==> src/design/binco_pkg.sv <==
`default_nettype none

package binco_pkg;

   localparam int DEFAULT_MAX_TOTAL = 29;

   localparam int TOTAL_W = 5;
   localparam int COEF_W  = 27;
   localparam int PROD_W  = 31;
   localparam int STEP_W  = 4;

   typedef enum logic [1:0] {
      ST_IDLE,
      ST_MUL,
      ST_DIV,
      ST_FINISH
   } binco_state_type;

   typedef struct packed {
      logic load;
      logic mul;
      logic div;
      logic emit;
   } binco_cmd_type;

   typedef struct packed {
      logic k_zero;
      logic last_step;
   } binco_status_type;

   // inverse of an odd value modulo 2**COEF_W by Newton iteration
   function automatic logic [COEF_W-1:0] odd_inverse(input logic [COEF_W-1:0] o);
      logic [COEF_W-1:0] x;
      x = o;
      for (int s = 0; s < 5; s++) begin
         x = x * (COEF_W'(2) - o * x);
      end
      return x;
   endfunction

   localparam logic [COEF_W-1:0] INV_TABLE [8] = '{
      odd_inverse(COEF_W'(1)),  odd_inverse(COEF_W'(3)),
      odd_inverse(COEF_W'(5)),  odd_inverse(COEF_W'(7)),
      odd_inverse(COEF_W'(9)),  odd_inverse(COEF_W'(11)),
      odd_inverse(COEF_W'(13)), odd_inverse(COEF_W'(15))
   };

endpackage

`default_nettype wire

==> src/design/binco_dpath.sv <==
`default_nettype none

module binco_dpath
   import binco_pkg::*;
#(
   parameter int MAX_TOTAL = DEFAULT_MAX_TOTAL
) (
   input  wire logic               clock,
   input  wire logic [TOTAL_W-1:0] req_total,
   input  wire logic [TOTAL_W-1:0] req_chosen,
   input  wire binco_cmd_type      cmd,
   output binco_status_type        status,
   output logic [COEF_W-1:0]       rsp_coefficient
);

   logic [COEF_W-1:0]  c_ff, c_in;
   logic [PROD_W-1:0]  prod_ff, prod_in;
   logic [TOTAL_W-1:0] h_ff, h_in;
   logic [STEP_W-1:0]  k_ff, k_in;
   logic [STEP_W-1:0]  i_ff, i_in;
   logic [COEF_W-1:0]  coef_ff, coef_in;

   logic [TOTAL_W-1:0] m_sat;
   logic [TOTAL_W-1:0] diff;
   logic [STEP_W-1:0]  k_load;
   logic [TOTAL_W-1:0] h_load;
   logic [TOTAL_W-1:0] factor;
   logic [1:0]         shift;
   logic [STEP_W-1:0]  odd;
   logic [PROD_W-1:0]  shifted;
   logic [2*COEF_W-1:0] full;

   always_comb begin
      m_sat = (req_total > TOTAL_W'(MAX_TOTAL)) ? TOTAL_W'(MAX_TOTAL) : req_total;
      diff  = m_sat - req_chosen;
      if (req_chosen > m_sat) begin
         k_load = '0;
         h_load = '0;
      end else if (req_chosen < diff) begin
         k_load = req_chosen[STEP_W-1:0];
         h_load = diff;
      end else begin
         k_load = diff[STEP_W-1:0];
         h_load = req_chosen;
      end
   end

   // split the divisor into a power of two and an odd part
   always_comb begin
      if (i_ff[0]) begin
         shift = 2'd0;
      end else if (i_ff[1]) begin
         shift = 2'd1;
      end else if (i_ff[2]) begin
         shift = 2'd2;
      end else begin
         shift = 2'd3;
      end
      odd     = i_ff >> shift;
      shifted = prod_ff >> shift;
      full    = shifted[COEF_W-1:0] * INV_TABLE[odd[STEP_W-1:1]];
      factor  = h_ff + {1'b0, i_ff};
   end

   always_comb begin
      c_in    = c_ff;
      prod_in = prod_ff;
      h_in    = h_ff;
      k_in    = k_ff;
      i_in    = i_ff;
      coef_in = coef_ff;
      if (cmd.load) begin
         c_in = COEF_W'(1);
         h_in = h_load;
         k_in = k_load;
         i_in = STEP_W'(1);
      end
      if (cmd.mul) begin
         prod_in = PROD_W'(c_ff) * PROD_W'(factor);
      end
      if (cmd.div) begin
         c_in = full[COEF_W-1:0];
         i_in = i_ff + STEP_W'(1);
      end
      if (cmd.emit) begin
         coef_in = c_ff;
      end
   end

   always_ff @(posedge clock) begin
      c_ff    <= c_in;
      prod_ff <= prod_in;
      h_ff    <= h_in;
      k_ff    <= k_in;
      i_ff    <= i_in;
      coef_ff <= coef_in;
   end

   assign status.k_zero    = (k_load == '0);
   assign status.last_step = (i_ff == k_ff);
   assign rsp_coefficient  = coef_ff;

endmodule

`default_nettype wire

==> src/design/binco_ctrl.sv <==
`default_nettype none

module binco_ctrl
   import binco_pkg::*;
(
   input  wire logic             clock,
   input  wire logic             reset,
   input  wire logic             req_valid,
   output logic                  req_stall,
   output logic                  rsp_valid,
   input  wire logic             rsp_stall,
   input  wire binco_status_type status,
   output binco_cmd_type         cmd
);

   binco_state_type state_ff, state_in;
   logic            rsp_valid_ff, rsp_valid_in;
   logic            slot_free;

   assign slot_free = !rsp_valid_ff || !rsp_stall;

   always_comb begin
      state_in = state_ff;
      case (state_ff)
         ST_IDLE: begin
            if (req_valid) begin
               state_in = status.k_zero ? ST_FINISH : ST_MUL;
            end
         end
         ST_MUL: begin
            state_in = ST_DIV;
         end
         ST_DIV: begin
            state_in = status.last_step ? ST_FINISH : ST_MUL;
         end
         ST_FINISH: begin
            if (slot_free) begin
               state_in = ST_IDLE;
            end
         end
         default: begin
            state_in = ST_IDLE;
         end
      endcase
   end

   always_comb begin
      cmd       = '0;
      req_stall = 1'b1;
      case (state_ff)
         ST_IDLE: begin
            req_stall = 1'b0;
            cmd.load  = req_valid;
         end
         ST_MUL: begin
            cmd.mul = 1'b1;
         end
         ST_DIV: begin
            cmd.div = 1'b1;
         end
         ST_FINISH: begin
            cmd.emit = slot_free;
         end
         default: begin
            cmd = '0;
         end
      endcase
   end

   always_comb begin
      if (cmd.emit) begin
         rsp_valid_in = 1'b1;
      end else begin
         rsp_valid_in = rsp_valid_ff && rsp_stall;
      end
   end

   always_ff @(posedge clock) begin
      if (reset) begin
         state_ff     <= ST_IDLE;
         rsp_valid_ff <= 1'b0;
      end else begin
         state_ff     <= state_in;
         rsp_valid_ff <= rsp_valid_in;
      end
   end

   assign rsp_valid = rsp_valid_ff;

endmodule

`default_nettype wire

==> src/design/binomial_coefficient.sv <==
// Binomial coefficient C(total, chosen).
//
// Request channel: req_valid / req_stall with req_total and req_chosen. A
// transaction is taken when req_valid is high and req_stall is low. A total
// above MAX_TOTAL is saturated to MAX_TOTAL; chosen above total gives 1.
// Response channel: rsp_valid / rsp_stall with rsp_coefficient, one response
// per request, in order.
//
// One request is worked on at a time. With k = min(chosen, total - chosen)
// the block loads the operands, then runs k rounds on the two multipliers,
// each a multiply state (multiply by h + i) and a divide state (exact divide
// by i as a shift and a multiply by the modular inverse of its odd part),
// then moves the result into the output register in the finish state. The
// next request is taken in the cycle after the result is written, even while
// that result still waits in the output register.
//
// Reset clears the controller and the output valid; no request is lost after
// it. While rsp_stall is high the response holds and a finished result waits
// in the datapath until the output register is free.
`default_nettype none

module binomial_coefficient
   import binco_pkg::*;
#(
   parameter int MAX_TOTAL = DEFAULT_MAX_TOTAL
) (
   input  wire logic               clock,
   input  wire logic               reset,
   input  wire logic               req_valid,
   output logic                    req_stall,
   input  wire logic [TOTAL_W-1:0] req_total,
   input  wire logic [TOTAL_W-1:0] req_chosen,
   output logic                    rsp_valid,
   input  wire logic               rsp_stall,
   output logic [COEF_W-1:0]       rsp_coefficient
);

   binco_cmd_type    cmd;
   binco_status_type status;

   binco_ctrl u_ctrl (
      .clock     (clock),
      .reset     (reset),
      .req_valid (req_valid),
      .req_stall (req_stall),
      .rsp_valid (rsp_valid),
      .rsp_stall (rsp_stall),
      .status    (status),
      .cmd       (cmd)
   );

   binco_dpath #(
      .MAX_TOTAL (MAX_TOTAL)
   ) u_dpath (
      .clock           (clock),
      .req_total       (req_total),
      .req_chosen      (req_chosen),
      .cmd             (cmd),
      .status          (status),
      .rsp_coefficient (rsp_coefficient)
   );

endmodule

`default_nettype wire

==> config.mk <==
export PLATFORM = sky130hd
export DESIGN_NAME = binomial_coefficient
export DESIGN_NICKNAME = d
export VERILOG_FILES = /design/src/design/binco_pkg.sv /design/src/design/binco_dpath.sv /design/src/design/binco_ctrl.sv /design/src/design/binomial_coefficient.sv
export SDC_FILE = /design/constraint.sdc
export NUM_CORES = 1
export LEC_CHECK = 0
export ABC_AREA = 1
export ABC_CLOCK_PERIOD_IN_PS = 10000
export BUFFER_PORTS_ARGS = -buffer_cell sky130_fd_sc_hd__buf_2
export CAP_MARGIN = 25
export CORE_MARGIN = 2
export CORE_UTILIZATION = 50
export DETAILED_ROUTE_END_ITERATION = 10
export PLACE_DENSITY = 0.66
export SYNTH_ARGS = -nofsm -noshare
export SYNTH_HDL_FRONTEND = slang
export SYNTH_SLANG_ARGS = --single-unit
==> constraint.sdc <==
create_clock -name clock -period 10 [get_ports clock]
set_input_delay 1 -clock clock [delete_from_list [all_inputs] [get_ports clock]]
set_output_delay 1 -clock clock [all_outputs]
set_load 0.02 [all_outputs]
* Word level (Yosys, flattened, before mapping) *
Memory sizes are Yosys's and may differ from the RTL's.
Index checks and enable logic that the tools add are counted.

storage, ports and cells
  bits in registers = 101
  bits in latches = 0
  memory bits (writable) = 0
  ROM bits = 216
  bits of input ports = 14
  logic and storage cells = 59
  memories kept = 1

memory list
  memory           words  width  read ports  clocked after memory_dff  wr ports  RTL line           text
  (no name shown)  8      27     1           0                         0         binco_dpath.sv:61  full = shifted[COEF_W-1:0] * INV_TABLE[odd[STEP_W-1:1]];

operators by class
  $add $sub $neg = 3
  multiply operators = 2
  divide/modulo/power cells = 0
  order comparisons = 4
  equal/unequal tests = 6
  shifts and indexed selects = 2
  muxes and demuxes = 24
  bitwise logic cells = 1
  reduce and logical (&&, ||, !) cells = 8

operators with widths
  kind                                                 number
  two-way mux 27 bit                                   4
  multiplier 27 x 5 -> 31 bit                          1
  >> shifter 31 x 2 -> 27 bit                          1
  multiplier 27 x 27 -> 27 bit                         1
  two-way mux 4 bit                                    4
  two-way mux 2 bit                                    6
  two-way mux 5 bit                                    2
  case mux 2 bit (4 select lines)                      1
  two-way mux 1 bit                                    7
  adder 5 x 4 -> 5 bit                                 1
  > comparator 5 bit                                   1
  > comparator 5 bit, second input constant            1
  < comparator 5 bit                                   1
  subtractor 5 bit                                     1
  adder 4 x 1 -> 4 bit, second input constant          1
  equality test 2 bit, second input constant           2
  equality test 4 bit                                  1
  >= comparator 4 bit, second input constant           1
  logical NOT 4 bit                                    1
  inverter 3 -> 4 bit                                  1
  >> shifter 4 x 2 -> 4 bit                            1
  equality test 2 x 1 -> 1 bit, second input constant  1
  logical NOT 1 bit                                    2
  logical NOT 2 bit                                    1
  6 further kinds                                      6

* Longest topological paths before layout *
  depth after elaboration = 10
  gate-level depth with buffers = 43
  depth with buffers taken out = 39

* Modules after synthesis *
From an unflattened synthesis, not the netlist that was laid out.

second synthesis, totals
  cell total of the unflattened synthesis = 2360
  area, all modules = 19352.3 um^2

modules (own cells, without submodules)
  module       times used  cells an instance  area each (um^2)  seq. area each (um^2)
  binco_dpath  1           2336               19204.7           2912.8
  binco_ctrl   1           24                 147.6             60.1

* Worst setup path after synthesis *
OpenSTA, ideal clock, no wires.

  kind = reg2reg
  start = reg u_dpath.i_ff[0]
  end = reg u_dpath.c_ff[25] (data pin)
  setup time = 270 ps
  arrival = 8075 ps
  slack = 1655 ps
  stages on the path, launching flop included = 38
  period minus slack after synthesis = 8345 ps
  cells stage by stage = edfxtp_1 > inv_2 > buf_6 > clkbuf_1 > ha_1 > buf_2 > a21oi_1 > nand2_1 > clkbuf_1 > ha_1 > or2_1 > nand2_1 > clkbuf_1 > clkbuf_1 > nor2_1 > fa_1 > fa_1 > inv_1 > [2 not listed] > ha_1 > inv_1 > fa_1 > fa_1 > fa_1 > inv_1 > ha_1 > nand2_1 > nor2_1 > inv_1 > o21bai_1 > a21oi_1 > o21ai_0 > a21boi_0 > o21ai_0 > nand3_1 > nand3_1 > a21oi_1

on the way
  word-level cells in the longest chain between the ends = 8
  elaborated cells on any way between the ends = 9

ends and longest elaborated chain
  what                                                   RTL line           text
  from (decl)                                            binco_dpath.sv:20  logic [STEP_W-1:0] i_ff, i_in;
  from (signal assigned)                                 binco_dpath.sv:95  i_ff <= i_in;
  two-way mux 2 bit                                      binco_dpath.sv:50  if (i_ff[0]) begin
  >> shifter 4 x 2 -> 4 bit                              binco_dpath.sv:59  odd = i_ff >> shift;
  inverter 3 -> 4 bit (not written as such)              binco_dpath.sv:61
  memory (8 x 27 bit)                                    -
  two-way mux 27 bit (not written as such) (2 in a row)  binco_dpath.sv:61
  multiplier 27 x 27 -> 27 bit *                         binco_dpath.sv:61
  two-way mux 27 bit *                                   binco_dpath.sv:81  if (cmd.div) begin
  to (signal assigned)                                   binco_dpath.sv:91  c_ff <= c_in;
  to (decl)                                              binco_dpath.sv:16  logic [COEF_W-1:0] c_ff, c_in;

Every way passes the cells marked *; elsewhere a longest branch is shown, timed or not. The select of a mux whose other input is x is not followed.
A chain may end at the register's enable or synchronous reset.

* Final worst setup path *
  start = reg u_dpath.i_ff[1]
  end = reg u_dpath.c_ff[24] (data pin)

on the way
  word-level cells in the longest chain between the ends = 9
  elaborated cells on any way between the ends = 10

ends and longest elaborated chain
  what                                                   RTL line           text
  two-way mux 2 bit                                      binco_dpath.sv:52  end else if (i_ff[1]) begin
  two-way mux 2 bit                                      binco_dpath.sv:50
  >> shifter 4 x 2 -> 4 bit                              binco_dpath.sv:59
  inverter 3 -> 4 bit (not written as such)              binco_dpath.sv:61
  memory (8 x 27 bit)                                    -
  two-way mux 27 bit (not written as such) (2 in a row)  binco_dpath.sv:61
  multiplier 27 x 27 -> 27 bit *                         binco_dpath.sv:61
  two-way mux 27 bit *                                   binco_dpath.sv:81

Marks and branches as above.

==> summary.md <==
| Metric | Value |
|---|---|
| Overall routing resource usage | between 20 and 30% |
| Hold Path End | u_ctrl.rsp_valid |
| Gpl congestion | ~1 |
| TritonCTS clock tree | built |
| Worst path slowest cell | edfxtp_1 |
| # clock sinks | 100 |
| Hold buffers post-CTS | 0 |
| Clk slew on worst S/H paths | about 0.070 ns |
| Yosys top cell area share | a little over a third |
| Min-delay src | u_ctrl.rsp_valid |
| Top FF cell, synth | edfxtp_1 |
| Slew HR | between 30% and 40% |
| Number of cell rows | 72 |
| Synth area leader | fa_1 |
| Post-DP HPWL | approximately 48000 um |
| WL final | ~57000 um |
| Vias post-DR | ~16000 |
| Flops & latches, synth | 100 |
| Final worst-path cycle share | roughly 90% |
| Filler cell count | 3746 |
| Final hold violations | 0 |
| Initial antenna violation count | 1 |
| Initial Utilization | approximately half |
| Mapped Area | between 15000 and 20000 um2 |
| Asr flop ratio synth | 0% |
| Worst Path Buf+Inv | 9 |
| Total gr overflow | 0 |
| Core ar. | about 39000 um2 |
| Post_cts resized | 0 |
| CP Launch Type | flop |
| Mean Syn Cell Area | around 8.0 um2 |
| Die area | around 41000 um2 |
| H-tree depth | 3 |
| Status | completed |
| Worst Clk Skew | approximately 0.011 ns |
| Final min period | 9.00 ns |
| R2R setup slack | roughly 1.0 ns |
| Crit path arrival time | around 9 ns |
| Top delay family on crit path | adder cells |
| Min-Delay Path Depth | 2 |
| Vias in the first global route | roughly 17000 |
| Critical path's largest stage delay | around 0.55 ns |
| Inst Count DP | between 2000 and 3000 |
| Synth area leaders | fa_1, edfxtp_1, inv_1 |
| CTS max path bufs | 2 |
| Port Buf Inserts | 42 |
| Crit end category | flop |
| Syn_nets | ~3000 |
| Worst R2R Path Depth | 36 |
| Vias per cell | about 5.3 |
| # DRC | 0 |
| Clk_lat worst skew | ~0.35 ns |
| CTS Root Cell | clkbuf_16 |
| Max-slew violation count | 0 |
| Fin nets | roughly 3000 |
| Largest fanout on the critical path | 26 |
| TritonCTS Buffers | 9 |
| Hold Crit Class | reg -> reg |
| Area Growth Syn to Fin | 6.05% |
| Max_cap viols | 0 |
| Pin count of the biggest net entering global routing | 41 |
| Post-route ant nets | 0 |
| Die Y | 202 um |
| Post-CTS setup buffers | 0 |
| RSZ-0062 raised after global routing | no |
| Syn Inst Count | ~2400 |
| I/O pins | 43 |
| Number of synthesized flops with an enable pin | 97 |
| Worst slack, placed | roughly 1.1 ns |
| Fmax | about 110 MHz |
| Share of cells above drive strength 1 | under 10% |
| Fin Setup TNS | 0 ns |
| Synth warnings | 0 |
| Tightest Pin Transition | between 0.9 and 1 ns |
| Routed len/inst | between 15 and 20 um |
| Netlist cell types | 42 |
| WS Path Type | reg -> reg |
| Req. time, crit path | ~10 ns |
| Final Non-Filler Cells | 2995 |
| First-pass GRT wire length | approximately 91000 um |
| Worst r2r src | u_dpath.i_ff[1] |
| Initial DRC Count | roughly 1100 |
| Drt pass-1 iters | 5 |
| Die X | approximately 200 um |
| Worst setup margin | between 1 and 1.5 ns |
| Reg-to-Reg End | u_dpath.c_ff[24] |
| Seq/Total Area, Yosys | roughly 15% |
| Setup-failing EPs final | 0 |
## how the worst max path moves through the flow
stage	from	endpoint	slack [ns]	depth (start not counted)
floorplan	u_dpath.i_ff[0]	u_dpath.c_ff[25]	1.66	37
global placement	u_dpath.i_ff[1]	u_dpath.c_ff[25]	1.32	33
detailed placement	u_dpath.i_ff[1]	u_dpath.c_ff[25]	1.12	33
CTS	u_dpath.i_ff[1]	u_dpath.c_ff[24]	1.08	36
global route	u_dpath.i_ff[1]	u_dpath.c_ff[24]	0.43	36
finish	u_dpath.i_ff[1]	u_dpath.c_ff[24]	1.00	36
## registers in the layout, indices dropped and copies added, names as in the netlist
name                     flops
u_ctrl.rsp_valid             1
u_ctrl.state_ff              2
u_dpath.c_ff                27
u_dpath.h_ff                 5
u_dpath.i_ff                 4
u_dpath.k_ff                 4
u_dpath.prod_ff             30
u_dpath.rsp_coefficient     27
## per-stage QoR
stage / cell area (um2) / hold slack (ns) / util [%]
2_1_floorplan: 19700 / 0.496 / -
3_3_place_gp: 20500 / 0.523 / 53.0
5_1_grt: 20800 / 0.596 / 53.8
3_5_place_dp: 20500 / 0.542 / 53.0
4_1_cts: 20800 / 0.553 / 53.7
6_report: 20800 / 0.552 / 53.8
## cells in the final DEF, fill, tap and decap left out, drive strengths merged
| cell type | Yosys | routed |
|---|---|---|
| a221o | 1 | 1 |
| inv | 646 | 648 |
| dfxtp | 3 | 3 |
| clkinv | 3 | 5 |
| nor3 | 5 | 5 |
| a21o | 4 | 4 |
| nand4 | 10 | 10 |
| or2 | 6 | 6 |
| o211ai | 2 | 2 |
| buf | 20 | 74 |
| a211oi | 2 | 2 |
| edfxtp | 97 | 97 |
| nor4 | 1 | 1 |
| a21boi | 2 | 2 |
| nand3b | 11 | 11 |
| a21oi | 83 | 83 |
| o21bai | 5 | 5 |
| nor2 | 241 | 241 |
| diode | 0 | 1 |
| clkbuf | 42 | 11 |
| o21a | 10 | 10 |
| xor2 | 33 | 33 |
| o21ai | 57 | 57 |
| ha | 168 | 168 |
| a2111oi | 1 | 1 |
| o31ai | 1 | 1 |
| clkinvlp | 0 | 2 |
| fa | 341 | 341 |
| xnor2 | 13 | 13 |
| a31oi | 6 | 6 |
| nand3 | 124 | 124 |
| nand2 | 508 | 508 |
| o311ai | 1 | 1 |
## synth_stat cells, types with 7 or more instances
cell type	number
a21oi_1	83
buf_1	7
buf_2	9
clkbuf_1	41
edfxtp_1	97
fa_1	341
ha_1	168
inv_1	643
nand2_1	501
nand3_1	123
nand3b_1	11
nand4_1	10
nor2_1	241
o21a_1	10
o21ai_0	45
o21ai_1	10
xnor2_1	13
xor2_1	33
## worst reg2reg max path, delay by kind of cell, from the launching register on
kind	cells	cell delay, ns
fa+ha+maj	9	3.82
simple gates	14	2.38
buf+inv	9	1.37
compound gates	4	0.72
flops	1	0.55
## per-layer routing
metal | global-route usage (%) | vias up | share of wire, %
li1 | - | 7330 | -
met1 | 38.8 | 7776 | 42
met2 | 49.4 | 533 | 48
met3 | 4.19 | 112 | 6.4
met4 | 9.44 | 2 | 3.6
met5 | 0 | - | 0.023
## logic make-up after synthesis
kind of cell,count (synthesis),share of synthesized area (%)
simple gates,906,18.7
flops,100,15.1
buf+inv,711,13.8
xor+xnor,46,2.05
compound gates,175,4.93
fa+ha+maj,509,45.4
## area by class of cell
cell class | count | area [um2] | area share (%)
clock inverters | 6 | 46.3 | 0.222
well taps | 518 | 648 | 3.11
clock buffers | 10 | 239 | 1.15
repair buffers | 75 | 488 | 2.34
inverters | 649 | 2440 | 11.7
flip-flops and latches | 100 | 2970 | 14.3
multi-input cells | 1636 | 14000 | 67.2
diodes | 1 | 2.50 | 0.0120
Power is left out: the tool's default activity adds up to more than one toggle a clock period on the data nets, which glitch-free logic cannot reach.
